<file path="src/rtl/b64_pkg.sv">
// shared types, constants and the symbol mapping for the base64 stream encoder
`default_nettype none

package b64_pkg;

   localparam int GROUPS_PER_LINE = 19;
   localparam int LINE_CNT_W      = 5;
   localparam int MAX_BURST       = 6;
   localparam int BURST_CNT_W     = 3;
   localparam int BURST_IDX_W     = 3;

   localparam logic [7:0] CHAR_PAD = 8'h3D;
   localparam logic [7:0] CHAR_CR  = 8'h0D;
   localparam logic [7:0] CHAR_LF  = 8'h0A;

   typedef enum logic [1:0] {
      PHASE_EMPTY = 2'd0,
      PHASE_ONE   = 2'd1,
      PHASE_TWO   = 2'd2
   } phase_type;

   typedef logic [7:0] char_type;

   typedef struct packed {
      char_type [MAX_BURST-1:0]  chars;
      logic [BURST_CNT_W-1:0]    count;
   } burst_type;

   // standard alphabet: A-Z a-z 0-9 + /
   function automatic char_type sym_char(input logic [5:0] v);
      char_type c;
      if (v < 6'd26) begin
         c = 8'h41 + {2'b00, v};
      end else if (v < 6'd52) begin
         c = 8'h61 + {2'b00, v - 6'd26};
      end else if (v < 6'd62) begin
         c = 8'h30 + {2'b00, v - 6'd52};
      end else if (v == 6'd62) begin
         c = 8'h2B;
      end else begin
         c = 8'h2F;
      end
      return c;
   endfunction

endpackage

`default_nettype wire

</file>
<file path="src/rtl/b64_if.sv">
// valid/ready channel interfaces for raw bytes in and characters out
`default_nettype none

interface b64_req_if;
   logic       valid;
   logic       ready;
   logic [7:0] data_byte;
   logic       is_final;
   modport source (output valid, output data_byte, output is_final, input ready);
   modport sink   (input valid, input data_byte, input is_final, output ready);
endinterface

interface b64_rsp_if;
   logic       valid;
   logic       ready;
   logic [7:0] out_char;
   logic       end_of_run;
   modport source (output valid, output out_char, output end_of_run, input ready);
   modport sink   (input valid, input out_char, input end_of_run, output ready);
endinterface

`default_nettype wire

</file>
<file path="src/rtl/b64_core.sv">
// group state and character formation for one accepted byte
`default_nettype none

module b64_core
   import b64_pkg::*;
(
   input  wire logic       clock,
   input  wire logic       reset,
   input  wire logic       fire,
   input  wire logic [7:0] data_byte,
   input  wire logic       is_final,
   output burst_type       burst
);

   logic [15:0]           pending_ff, pending_in;
   phase_type             phase_ff, phase_in;
   logic [LINE_CNT_W-1:0] line_ff, line_in;

   logic [7:0]            b0, b1;
   logic [LINE_CNT_W-1:0] line_next;
   logic                  line_break;

   assign b0 = pending_ff[15:8];
   assign b1 = pending_ff[7:0];
   assign line_next  = line_ff + LINE_CNT_W'(1);
   assign line_break = (line_next >= LINE_CNT_W'(GROUPS_PER_LINE)) ||
                       (line_next == '0);

   always_comb begin
      pending_in  = pending_ff;
      phase_in    = phase_ff;
      line_in     = line_ff;
      burst.chars = '0;
      burst.count = '0;
      case (phase_ff)
         PHASE_EMPTY: begin
            if (is_final) begin
               burst.chars[0] = sym_char(data_byte[7:2]);
               burst.chars[1] = sym_char({data_byte[1:0], 4'b0000});
               burst.chars[2] = CHAR_PAD;
               burst.chars[3] = CHAR_PAD;
               burst.count    = BURST_CNT_W'(4);
            end else begin
               pending_in = {data_byte, 8'h00};
               phase_in   = PHASE_ONE;
            end
         end
         PHASE_ONE: begin
            if (is_final) begin
               burst.chars[0] = sym_char(b0[7:2]);
               burst.chars[1] = sym_char({b0[1:0], data_byte[7:4]});
               burst.chars[2] = sym_char({data_byte[3:0], 2'b00});
               burst.chars[3] = CHAR_PAD;
               burst.count    = BURST_CNT_W'(4);
            end else begin
               pending_in = {b0, data_byte};
               phase_in   = PHASE_TWO;
            end
         end
         PHASE_TWO: begin
            burst.chars[0] = sym_char(b0[7:2]);
            burst.chars[1] = sym_char({b0[1:0], b1[7:4]});
            burst.chars[2] = sym_char({b1[3:0], data_byte[7:6]});
            burst.chars[3] = sym_char(data_byte[5:0]);
            if (line_break) begin
               burst.chars[4] = CHAR_CR;
               burst.chars[5] = CHAR_LF;
               burst.count    = BURST_CNT_W'(6);
               line_in        = '0;
            end else begin
               burst.count    = BURST_CNT_W'(4);
               line_in        = line_next;
            end
            pending_in = '0;
            phase_in   = PHASE_EMPTY;
         end
         default: begin
            pending_in = '0;
            phase_in   = PHASE_EMPTY;
            line_in    = '0;
         end
      endcase
      // end of message clears everything, line count included
      if (is_final) begin
         pending_in = '0;
         phase_in   = PHASE_EMPTY;
         line_in    = '0;
      end
   end

   always_ff @(posedge clock) begin
      if (reset) begin
         pending_ff <= '0;
         phase_ff   <= PHASE_EMPTY;
         line_ff    <= '0;
      end else if (fire) begin
         pending_ff <= pending_in;
         phase_ff   <= phase_in;
         line_ff    <= line_in;
      end
   end

endmodule

`default_nettype wire

</file>
<file path="src/rtl/b64_serializer.sv">
// holds one burst of characters and sends it out one beat per cycle while rsp_bus.ready is high
`default_nettype none

module b64_serializer
   import b64_pkg::*;
(
   input  wire logic      clock,
   input  wire logic      reset,
   input  wire logic      load,
   input  wire burst_type burst,
   output logic           can_take,
   b64_rsp_if.source      rsp_bus
);

   char_type [MAX_BURST-1:0] chars_ff;
   logic [BURST_CNT_W-1:0]   count_ff;
   logic [BURST_IDX_W-1:0]   idx_ff;
   logic                     busy_ff;
   logic                     last;

   assign last     = (BURST_CNT_W'(idx_ff) + BURST_CNT_W'(1)) == count_ff;
   assign can_take = !busy_ff || (last && rsp_bus.ready);

   assign rsp_bus.valid      = busy_ff;
   assign rsp_bus.out_char   = chars_ff[idx_ff];
   assign rsp_bus.end_of_run = last;

   always_ff @(posedge clock) begin
      if (reset) begin
         busy_ff <= 1'b0;
         idx_ff  <= '0;
      end else if (load) begin
         busy_ff <= 1'b1;
         idx_ff  <= '0;
      end else if (busy_ff && rsp_bus.ready) begin
         if (last) begin
            busy_ff <= 1'b0;
         end
         idx_ff <= idx_ff + BURST_IDX_W'(1);
      end
   end

   always_ff @(posedge clock) begin
      if (load) begin
         chars_ff <= burst.chars;
         count_ff <= burst.count;
      end
   end

endmodule

`default_nettype wire

</file>
<file path="src/rtl/base64_stream_encoder.sv">
// top level of the base64 stream encoder with 76-character lines
//
// usage:
//   req_bus carries one raw byte per beat (data_byte) and is_final on the
//   last byte of a message. rsp_bus carries one ASCII character per beat
//   (out_char); end_of_run marks the last character caused by one input byte.
//   every third byte yields four alphabet characters, plus CR LF once
//   GROUPS_PER_LINE groups sit on the line; a final byte that leaves one or
//   two bytes yields a tail padded with "==" or "=". other bytes yield nothing.
// latency: the first character of a burst shows on rsp_bus the cycle after
//   its byte is accepted.
// throughput: one character per cycle while rsp_bus.ready is high, set by
//   the single output beat; a byte that causes 4 or 6 characters holds off
//   later bytes until they drain, and a byte that only joins the group is
//   taken with no output; a new byte is taken alongside a burst's last character.
// reset: synchronous, active high; clears the group phase, held bytes, line
//   count and any burst in flight.
// stall: while rsp_bus.ready is low the current character holds and req_bus
//   stays not ready until the burst's last beat is taken.
`default_nettype none

module base64_stream_encoder
   import b64_pkg::*;
(
   input  wire logic clock,
   input  wire logic reset,
   b64_req_if.sink   req_bus,
   b64_rsp_if.source rsp_bus
);

   burst_type burst;
   logic      can_take;
   logic      fire;

   // a byte is taken whenever the output buffer is free or frees this cycle
   assign req_bus.ready = can_take;
   assign fire          = req_bus.valid && can_take;

   // group state and the characters this byte causes
   b64_core u_core (
      .clock     (clock),
      .reset     (reset),
      .fire      (fire),
      .data_byte (req_bus.data_byte),
      .is_final  (req_bus.is_final),
      .burst     (burst)
   );

   // bytes that cause no characters skip the buffer
   b64_serializer u_ser (
      .clock    (clock),
      .reset    (reset),
      .load     (fire && (burst.count != '0)),
      .burst    (burst),
      .can_take (can_take),
      .rsp_bus  (rsp_bus)
   );

endmodule

`default_nettype wire

</file>
<file path="src/flat_wrapper.sv">
// flat-port wrapper written by rule: the top's interface ports become plain ports
module base64_stream_encoder_flat import b64_pkg::*;
  (clock, reset, req_bus_valid, req_bus_data_byte, req_bus_is_final, req_bus_ready, rsp_bus_valid, rsp_bus_out_char, rsp_bus_end_of_run, rsp_bus_ready);
  b64_req_if req_bus_i ();
  b64_rsp_if rsp_bus_i ();
  input  wire logic clock;
  input  wire logic reset;
  input wire logic [$bits(req_bus_i.valid)-1:0] req_bus_valid;
  input wire logic [$bits(req_bus_i.data_byte)-1:0] req_bus_data_byte;
  input wire logic [$bits(req_bus_i.is_final)-1:0] req_bus_is_final;
  output wire logic [$bits(req_bus_i.ready)-1:0] req_bus_ready;
  output wire logic [$bits(rsp_bus_i.valid)-1:0] rsp_bus_valid;
  output wire logic [$bits(rsp_bus_i.out_char)-1:0] rsp_bus_out_char;
  output wire logic [$bits(rsp_bus_i.end_of_run)-1:0] rsp_bus_end_of_run;
  input wire logic [$bits(rsp_bus_i.ready)-1:0] rsp_bus_ready;
  assign req_bus_i.valid = req_bus_valid;
  assign req_bus_i.data_byte = req_bus_data_byte;
  assign req_bus_i.is_final = req_bus_is_final;
  assign req_bus_ready = req_bus_i.ready;
  assign rsp_bus_valid = rsp_bus_i.valid;
  assign rsp_bus_out_char = rsp_bus_i.out_char;
  assign rsp_bus_end_of_run = rsp_bus_i.end_of_run;
  assign rsp_bus_i.ready = rsp_bus_ready;
  base64_stream_encoder u_core (.clock(clock), .reset(reset), .req_bus(req_bus_i), .rsp_bus(rsp_bus_i));
endmodule
</file>
<file path="config.mk">
export PLATFORM = sky130hd
export DESIGN_NAME = base64_stream_encoder_flat
export DESIGN_NICKNAME = d
export VERILOG_FILES = /design/src/rtl/b64_pkg.sv /design/src/rtl/b64_if.sv /design/src/rtl/b64_core.sv /design/src/rtl/b64_serializer.sv /design/src/rtl/base64_stream_encoder.sv /design/src/flat_wrapper.sv
export SDC_FILE = /design/constraint.sdc
export NUM_CORES = 1
export LEC_CHECK = 0
export ABC_AREA = 1
export BUFFER_PORTS_ARGS = -buffer_cell sky130_fd_sc_hd__buf_2
export CAP_MARGIN = 20
export CORE_UTILIZATION = 30
export CTS_CLUSTER_SIZE = 14
export DETAILED_ROUTE_END_ITERATION = 10
export HOLD_SLACK_MARGIN = 0.08
export SYNTH_ARGS = -nofsm -noshare
export SYNTH_HDL_FRONTEND = slang
export SYNTH_SLANG_ARGS = --single-unit
</file>
<file path="constraint.sdc">
create_clock -name clock -period 2.6 [get_ports clock]
set_input_delay 0.13 -clock clock [delete_from_list [all_inputs] [get_ports clock]]
set_output_delay 0.13 -clock clock [all_outputs]
set_load 0.1 [all_outputs]
</file>
==> impl_metrics.yaml, run 1 <==
route:
  postRouteAntennaNets: 0
  remaining_drc_errors: 0
  wl_met3_um: 1070
  dr.max_layer_used: "met4"
  viasPerCell: 4.91
  wl_met1_um: 8450
  wl_per_cell_um: 15.0
  drtPass1Iterations: 5
  num_vias: 5892
  wl_met2_um: 8020
  first_iter_violations: 441
  wl_um: 18000
synth:
  syn-num-nets: 980
  yosys.area_share.xor_xnor: 0.0603
  synth_seq_cells: 62
  syn_inst: 904
  ys_warn_count: 0
  synth_flop_cell: "edfxtp_1"
  synth.avg_cell_area_um2: 6.90
  syn_area_mm2: 0.00624
  synth-edff-count: 35
  synthSimpleGateAreaFrac: 0.319
  muxShareOfSynthArea: 0
  async_flop_share: 0
  synth_top_family_by_area: "simple AND/OR/NAND/NOR gates"
  yosys.area_share.adder: 0.126
  synthDistinctLibCells: 56
  synth-compound-area-share: 0.145
  yosysSeqAreaShare: 0.255
placed_design:
  placed_area_mm2: 0.00667
  io_buffers: 23
  hpwl_um: 14300
  gp_congestion: 0.924
  dp.cells: 1185
cts:
  insertion_delay_ns: 0.34
  clockBufferDepth: 2
  cts.htree.levels: 3
  cts_buffers: 9
  post_cts_resized: 0
  clkTransAtPathRegs_ns: 0.06
  cts.sinks: 62
  postCtsSetupBuffers: 0
  cts_root_buf: "clkbuf_16"
  cts_tree: "yes"
  cts_hold_buf: 0
sta:
  tns_ns: 0
  fin_crit_ns: 2.26
  rsz0062_at_grt: "false"
  final-hold-violation-count: 0
  timing.fmax_mhz: 443
  setup_violations: 0
  hold_slack_ns: 0.146
  maxSlewHeadroom: 0.440
  finalCritPeriodShare: 0.868
  finalMaxSlewViolations: 0
  tightestPinTransition_ns: 0.840
  fin_worst_skew_ns: 0.00602
worst_setup_path:
  start_kind: "register"
  cp.arrival_ns: 2.36
  cp_max_fo: 17
  cp.required_ns: 2.70
  path_class: "reg2reg"
  cp-end-kind: "register"
global_route:
  grt_pass1_wl_um: 29100
  grt-ovfl-total: 0
  antenna_found_initial: 0
  grt_pass1_vias: 5477
  grt.total_usage: 0.174
  grt_max_degree: 25
floorplan:
  start_util: 0.307
  die_area_mm2: 0.0214
  chipHeight_um: 146
  fp.dieW_um: 146
  core_area_mm2: 0.0203
  ios: 24
  rows: 52
cells_and_area:
  final_cell_mix: "nand2_1, inv_1, nor2_1, nand3_1, o21ai_0"
  stdcell_count: 1201
  synthToLayoutAreaGrowth_pct: 11.6
  layout.cells.most_common: "nand2_1"
  nets: 1002
  n_fill_cell: 2173
  finalInstanceArea_mm2: 0.00697
  drive_gt1_frac: 0.104
  antenna_cells: 0
status:
  status: "finished, final reports clean"
pwr:
  peakVddDrop_mv: 0.279
  power.density_mw_per_mm2: 469
  leakage_nw: 3.12
job:
  max_cap_viol_count: 0
hold_path:
  min_path_type: "in2reg"
## synthesized netlist by cell type (all sizes together) (2+ instances only)
cell type / number / area [um2]
nand2: 222 / 873
nand3: 87 / 453
a221o: 3 / 30.0
a21oi: 45 / 236
o21bai: 2 / 15.0
nor2: 95 / 384
clkbuf: 8 / 35.0
o31ai: 4 / 30.0
xor2: 36 / 315
xnor2: 7 / 61.3
ha: 63 / 788
o21ai: 79 / 399
o211ai: 10 / 75.1
inv: 110 / 423
nor3b: 2 / 26.3
or2: 6 / 37.5
nor3: 12 / 81.3
edfxtp: 35 / 1050
nand3b: 5 / 50.1
buf: 18 / 130
a22oi: 3 / 22.5
dfxtp: 27 / 541
a211oi: 3 / 22.5
nand4: 9 / 71.3
o22ai: 3 / 18.8
a31oi: 2 / 12.5
## stage by stage
stage	setup slack (ns)	total power, mW	utilization
4_1_cts	0.338	3.28	0.343
5_1_grt	0.215	3.42	0.343
3_3_place_gp	0.341	2.06	0.328
2_1_floorplan	0.260	1.84	-
3_5_place_dp	0.345	2.06	0.328
6_report	0.342	3.26	0.343
## worst max-delay path, stage by stage (launching register included)
cell and delay, ns:
dfxtp_1 0.31, ha_1 0.32, nor2_1 0.20, nor3b_4 0.07
nand3_2 0.08, nand2_4 0.10, nand2_4 0.10, inv_6 0.05
nand2_4 0.07, clkinvlp_4 0.39, buf_12 0.32
## logic make-up after synthesis
kind of cell,count (synthesis)
AO/OA/AOI/OAI,159
XOR/XNOR,43
adder cells (fa/ha/maj),63
buffers and inverters,137
flip-flops,62
AND/OR/NAND/NOR,440
## registers in the layout, indices dropped and copies added (netlist names)
name and cells:
u_core.u_core.line_ff 5, u_core.u_ser.count_ff 2, u_core.u_core.phase_ff 2, u_core.u_ser.rsp_bus.valid 1, u_core.u_ser.idx_ff 3, u_core.u_core.pending_ff 16, u_core.u_ser.chars_ff 33
## routing by layer
layer	GRT usage	vias up
met5	0	-
met4	0.0677	0
li1	-	3029
met2	0.270	142
met1	0.235	2685
met3	0.0353	36
## final timing paths
kind	startpoint	end	slack (ns)	depth (start not counted)
worst min register to register	u_core.u_core.line_ff[4]$_SDFFE_PP0P_	u_core.u_core.line_ff[4]$_SDFFE_PP0P_	0.52	4
worst min-delay path	reset	u_core.u_core.phase_ff[0]$_SDFFE_PP0P_	0.15	2
worst max-delay path	u_core.u_ser.idx_ff[0]$_SDFFE_PP0P_	u_core.u_ser.chars_ff[2]$_DFFE_PP_	0.34	10
worst max register to register	u_core.u_ser.idx_ff[0]$_SDFFE_PP0P_	u_core.u_ser.chars_ff[2]$_DFFE_PP_	0.34	10
## power breakdown
group / switching [mW] / total [mW] / internal (mW)
sequential: 0.0449 / 1.15 / 1.11
combinational: 0.645 / 0.892 / 0.247
clock: 0.470 / 1.22 / 0.748
total: 1.16 / 3.26 / 2.11
## layout make-up
type                       instances  area [um2]  share of cell area
tap                              270         338              0.0485
clock inverter                     6        70.1              0.0101
multi-input combinational        705        4070               0.585
inverter                         111         430              0.0618
timing repair buffer              37         233              0.0334
clock buffer                      10         229              0.0329
sequential                        62        1590               0.229
Power figures use the tool's default switching activity.
==> run 2: changes to the inputs <==
--- a/config.mk
+++ b/config.mk
@@ -12,6 +12,9 @@
 export CTS_CLUSTER_SIZE = 14
 export DETAILED_ROUTE_END_ITERATION = 10
 export HOLD_SLACK_MARGIN = 0.08
+export REMOVE_ABC_BUFFERS = 1
+export SETUP_SLACK_MARGIN = 0.05
 export SYNTH_ARGS = -nofsm -noshare
 export SYNTH_HDL_FRONTEND = slang
+export SYNTH_HIERARCHICAL = 1
 export SYNTH_SLANG_ARGS = --single-unit
==> impl_metrics.yaml, run 2 <==
status:
  status: "finished with violations"
  violations: "design-rule violations"
floorplan:
  rows: 54
  start_util: 0.309
  die_area_mm2: 0.0232
  ios: 24
  core_area_mm2: 0.0220
  chipHeight_um: 152
  fp.dieW_um: 152
sta:
  maxSlewHeadroom: 0.624
  fin_crit_ns: 2.31
  setup_violations: 0
  final-hold-violation-count: 0
  finalMaxSlewViolations: 0
  tns_ns: 0
  fin_worst_skew_ns: 0.0115
  tightestPinTransition_ns: 0.563
  timing.fmax_mhz: 434
  rsz0062_at_grt: "false"
  finalCritPeriodShare: 0.887
pwr:
  p_sw_frac: 0.347
  leakage_nw: 3.19
  peakVddDrop_mv: 0.321
  clkPwrFrac: 0.351
  power_switching_mw: 1.30
  power_frac_comb: 0.257
  internal-power_mw: 2.44
  power.density_mw_per_mm2: 500
  seqPwrFrac: 0.392
synth:
  netlist.area_leader.share: 0.226
  syn_area_mm2: 0.00678
  ys_top_cells_by_area: "edfxtp_1, ha_1, nand2_1"
  ys_warn_count: 6
  yosysMostFrequentCell: "nand2_1"
  synth_commonest_cells: "nand2_1, nor2_1, inv_1"
  syn_inst: 920
  synth_seq_cells: 78
  synthDistinctLibCells: 46
  synth_top_cell_by_area: "edfxtp_1"
  synth_flop_cell: "edfxtp_1"
  synth-edff-count: 51
  yosysSeqAreaShare: 0.306
  synth.avg_cell_area_um2: 7.37
  async_flop_share: 0
worst_setup_path:
  cp.arrival_ns: 2.36
  cp-end-kind: "register"
  cp_max_fo: 16
  start_kind: "register"
  cp.required_ns: 2.65
  path_class: "reg2reg"
placed_design:
  io_buffers: 23
  hpwl_um: 14200
  gp_congestion: 0.923
  placed_area_mm2: 0.00715
cells_and_area:
  top_regs: "u_core/u_ser/chars_ff (48), u_core/u_core/pending_ff (16), u_core/u_core/line_ff (5)"
  nets: 1018
  layout.cells.most_common: "nand2_1"
  final_cell_mix: "nand2_1, nor2_1, inv_1, o21ai_0, ha_1"
  regMostFlops: "u_core/u_ser/chars_ff"
  drive_gt1_frac: 0.114
  synthToLayoutAreaGrowth_pct: 10.2
  largest_register_ffs: 48
  finalInstanceArea_mm2: 0.00747
  antenna_cells: 0
cts:
  cts.htree.levels: 3
  cts.sinks: 78
  insertion_delay_ns: 0.34
  cts_buffers: 9
  clkTransAtPathRegs_ns: 0.07
  clockBufferDepth: 2
  cts_root_buf: "clkbuf_16"
  cts_tree: "yes"
global_route:
  grt-ovfl-total: 0
  grt_max_degree: 27
  antenna_found_initial: 0
  grt_pass1_wl_um: 30000
  grt_pass1_vias: 5751
  grt.total_usage: 0.163
route:
  postRouteAntennaNets: 0
  viasPerCell: 4.92
  first_iter_violations: 412
  num_vias: 6037
  remaining_drc_errors: 3
  drtPass1Iterations: 8
  wl_um: 18400
  wl_per_cell_um: 15.0
hold_path:
  min_path_type: "in2reg"
job:
  max_cap_viol_count: 0
==> run 2: cell count changes in the layout (fill, tap and decap cells not counted), moves of 5 or more <==
cell,before,now
conb_1,0,12
edfxtp_1,35,51
nand2_1,214,189
nand3_1,85,60
nor2_1,88,100
nor2_2,5,10
o21ai_1,9,23
o21ai_2,1,6
o22ai_1,3,10
o32ai_1,1,8
==> run 2: cells by family after synthesis <==
logic type,Yosys count,synth area share
flip-flops,78,0.306
buffers and inverters,148,0.104
XOR/XNOR,47,0.0607
adder cells (fa/ha/maj),62,0.114
AND/OR/NAND/NOR,401,0.258
AO/OA/AOI/OAI,183,0.157
other,1,0.000553
==> run 2: per-layer routing <==
layer  track usage  up-vias  part of all wire
met5             0        -                 0
met4        0.0476        0             0.020
met3        0.0290       27             0.052
met2         0.260      155              0.44
met1         0.223     2780              0.48
li1              -     3075                 -
==> run 2: worst max-delay path, cell delays in order, from the launching register on <==
cell and delay (ns):
dfxtp_1 0.40, inv_1 0.09, ha_1 0.32, o21bai_1 0.13
nor2_1 0.06, nand2_1 0.07, nand2_1 0.09, nand2_1 0.07
inv_1 0.07, nor2_1 0.12, nor2_1 0.09, a21oi_4 0.31
buf_12 0.20
==> run 2: final timing paths <==
check / slack [ns] / end / from / cells past startpoint
setup / recovery: 0.29 / u_core/u_ser/chars_ff[22]$_DFFE_PP_ / u_core/u_core/line_ff[0]$_SDFFE_PP0P_ / 12
setup reg to reg: 0.29 / u_core/u_ser/chars_ff[22]$_DFFE_PP_ / u_core/u_core/line_ff[0]$_SDFFE_PP0P_ / 12
hold / removal: 0.13 / u_core/u_ser/idx_ff[0]$_SDFFE_PP0P_ / rsp_bus_ready / 3
hold reg to reg: 0.50 / u_core/u_core/line_ff[4]$_SDFFE_PP0P_ / u_core/u_core/line_ff[4]$_SDFFE_PP0P_ / 2
==> run 2: what timing repair did <==
item	in CTS	in global routing
hold endpoints to repair	0	0
hold buffers	0	0
resized for setup	0	0
setup endpoints to repair	0	49
setup buffers	0	2
==> run 2: power groups by stage <==
stage | sequential (mW) | combinational (mW) | clock (mW)
final | 1.46 | 0.958 | 1.31
after global routing | 1.47 | 1.06 | 1.38
after CTS | 1.46 | 0.950 | 1.34
after detailed placement | 1.49 | 0.946 | 0
after global placement | 1.49 | 0.945 | 0
after floorplan | 1.50 | 0.655 | 0
==> run 2: through the flow <==
step	total power [mW]	instances	worst slack, ns	hold slack, ns	util
after floorplan	2.15	893	-1.33	0.192	-
after global placement	2.43	1210	0.293	0.475	0.325
after detailed placement	2.44	1210	0.240	0.479	0.325
after CTS	3.75	1226	0.232	0.116	0.339
after global routing	3.91	1228	0.0558	0.129	0.340
final	3.73	1228	0.293	0.127	0.340
==> run 2: area by class of cell <==
class                      instances  area (um2)
fill                            2305       14500
multi-input combinational        705        4050
sequential                        78        2070
inverter                         110         417
tap                              280         350
timing repair buffer              39         273
clock buffer                       9         225
clock inverter                     7        80.1
==> run 3: changes to the inputs <==
--- a/config.mk
+++ b/config.mk
@@ -5,7 +5,6 @@
 export SDC_FILE = /design/constraint.sdc
 export NUM_CORES = 1
 export LEC_CHECK = 0
-export ABC_AREA = 1
 export BUFFER_PORTS_ARGS = -buffer_cell sky130_fd_sc_hd__buf_2
 export CAP_MARGIN = 20
 export CORE_UTILIZATION = 30
==> impl_metrics.yaml, run 3 <==
synth:
  synth_commonest_cells: "ha_1, edfxtp_1, a21oi_1, nand2_1, xnor2_1"
  ys_warn_count: 6
  synth_seq_cells: 78
  yosysMostFrequentCell: "ha_1"
  synth_top_cell_by_area: "edfxtp_1"
  synthDistinctLibCells: 79
  syn_inst: 714
  synth.avg_cell_area_um2: 9.36
  synth_flop_cell: "edfxtp_1"
  synth-edff-count: 51
  syn_area_mm2: 0.00669
  ys_top_cells_by_area: "edfxtp_1, ha_1, dfxtp_1"
  yosysSeqAreaShare: 0.310
  netlist.area_leader.share: 0.229
  async_flop_share: 0
worst_setup_path:
  cp-end-kind: "register"
  r2r-end: "u_core/u_ser/chars_ff[14]$_DFFE_PP_"
  path_class: "reg2reg"
  cp.arrival_ns: 2.39
  crit_path_start: "u_core/u_core/pending_ff[5]$_SDFFE_PP0P_"
  rrSetupSlack_ns: 0.27
  cp_max_fo: 9
  r2r_cells: 7
  cp.required_ns: 2.65
  critPathCapture: "u_core/u_ser/chars_ff[14]$_DFFE_PP_"
  reg2reg_from: "u_core/u_core/pending_ff[5]$_SDFFE_PP0P_"
  start_kind: "register"
cts:
  cts.sinks: 78
  cts_root_buf: "clkbuf_16"
  insertion_delay_ns: 0.34
  cts.htree.levels: 3
  cts_buffers: 9
  cts_tree: "yes"
  clkTransAtPathRegs_ns: 0.06
  clockBufferDepth: 2
route:
  postRouteAntennaNets: 0
  wl_um: 17100
  first_iter_violations: 452
  viasPerCell: 5.28
  wl_per_cell_um: 16.7
  remaining_drc_errors: 0
  num_vias: 5399
  drtPass1Iterations: 5
cells_and_area:
  stdcell_count: 1022
  synthToLayoutAreaGrowth_pct: 11.7
  top_regs: "u_core/u_ser/chars_ff (48), u_core/u_core/pending_ff (16), u_core/u_core/line_ff (5)"
  drive_gt1_frac: 0.135
  largest_register_ffs: 48
  nets: 812
  regMostFlops: "u_core/u_ser/chars_ff"
  utilization: 0.342
  layout.cells.most_common: "ha_1"
  final_cell_mix: "ha_1, edfxtp_1, a21oi_1, nand2_1, xnor2_1"
  antenna_cells: 0
  finalInstanceArea_mm2: 0.00747
floorplan:
  ios: 24
  core_area_mm2: 0.0218
  fp.dieW_um: 151
  start_util: 0.306
  chipHeight_um: 151
  rows: 54
  die_area_mm2: 0.0229
sta:
  maxSlewHeadroom: 0.565
  rsz0062_at_grt: "false"
  final-hold-violation-count: 0
  hold_slack_ns: 0.0827
  finalMaxSlewViolations: 0
  fin_crit_ns: 2.33
  timing.fmax_mhz: 429
  fin_worst_skew_ns: 0.00806
  tns_ns: 0
  finalCritPeriodShare: 0.897
  setup_violations: 0
  tightestPinTransition_ns: 0.652
  setup_ws_ns: 0.267
job:
  max_cap_viol_count: 0
pwr:
  power_mw: 3.51
  power.density_mw_per_mm2: 470
  peakVddDrop_mv: 0.235
  leakage_nw: 2.92
global_route:
  grt-ovfl-total: 0
  grt_pass1_wl_um: 27500
  grt.total_usage: 0.157
  antenna_found_initial: 1
  grt_max_degree: 33
  grt_pass1_vias: 5066
placed_design:
  dp.cells: 1005
  gp_congestion: 0.903
  pre_cts_slack_ns: 0.0869
  placed_area_mm2: 0.00715
  io_buffers: 23
  hpwl_um: 12900
hold_path:
  min_path_type: "in2reg"
status:
  status: "finished, final reports clean"
## run 3: cell count changes after synthesis, moves of 11 or more
cell	change
inv_1	-66
buf_2	+12
nand3_1	-40
mux2i_1	+13
o21ai_0	-49
a21oi_1	+12
nand2_1	-141
nand3b_1	+11
nor2b_1	+13
clkbuf_1	+17
xnor2_1	+29
nor2_1	-68
o21ai_1	-11
## run 3: area by class of cell
cell class / count / area (um2)
fill: 2253 / 14400
sequential: 78 / 2070
clock buffer: 10 / 229
timing repair buffer: 59 / 422
inverter: 34 / 128
clock inverter: 6 / 38.8
tap: 280 / 350
multi-input combinational: 555 / 4220
## run 3: logic make-up (layout without fill, tap and decap cells)
family                   after synthesis  count (layout)  share of synthesized area
buffers and inverters                 92             109                     0.0694
AO/OA/AOI/OAI                        199             199                      0.205
XOR/XNOR                              71              71                     0.0962
AND/OR/NAND/NOR                      188             188                      0.149
adder cells (fa/ha/maj)               62              62                      0.116
other                                  1              12                   0.000561
multiplexers                          23              23                     0.0543
flip-flops                            78              78                      0.310
## run 3: worst min path at each step
stage | from | to | slack [ns] | cells after the start
2_1_floorplan | reset | u_core/u_core/line_ff[0]$_SDFFE_PP0P_ | 0.20 | 1
3_3_place_gp | req_bus_data_byte[4] | u_core/u_core/pending_ff[12]$_SDFFE_PP0P_ | 0.42 | 2
3_5_place_dp | req_bus_data_byte[4] | u_core/u_core/pending_ff[12]$_SDFFE_PP0P_ | 0.42 | 2
4_1_cts | req_bus_data_byte[5] | u_core/u_core/pending_ff[13]$_SDFFE_PP0P_ | 0.09 | 2
5_1_grt | req_bus_data_byte[5] | u_core/u_core/pending_ff[13]$_SDFFE_PP0P_ | 0.1 | 2
6_report | req_bus_data_byte[5] | u_core/u_core/pending_ff[13]$_SDFFE_PP0P_ | 0.08 | 2
## run 3: per-layer routing
layer	up-vias	global-route usage	share of wire
met5	-	0	0
met4	0	0.0500	0.015
met3	20	0.0256	0.054
met2	158	0.245	0.45
met1	2582	0.220	0.48
li1	2639	-	-
## run 3: where the power goes
part           internal, mW  switching [mW]  leakage [nW]
Combinational         0.307           0.578          2.08
Clock                 0.643           0.511         0.130
Sequential             1.42          0.0480         0.711
## run 3: repair_timing
action | in CTS | in global routing
hold buffers | 1 | 0
endpoints found under the setup margin | 0 | 67
hold endpoints to repair | 1 | 0
gates resized for setup | 0 | 9
setup buffers | 0 | 0
## run 3: critical path, stage by stage (launching register included)
cell      delay, ns
dfxtp_1        0.50
inv_1          0.19
ha_1           0.26
xnor2_1        0.25
and3b_1        0.25
a21oi_1        0.10
o221ai_1       0.30
o31ai_1        0.20
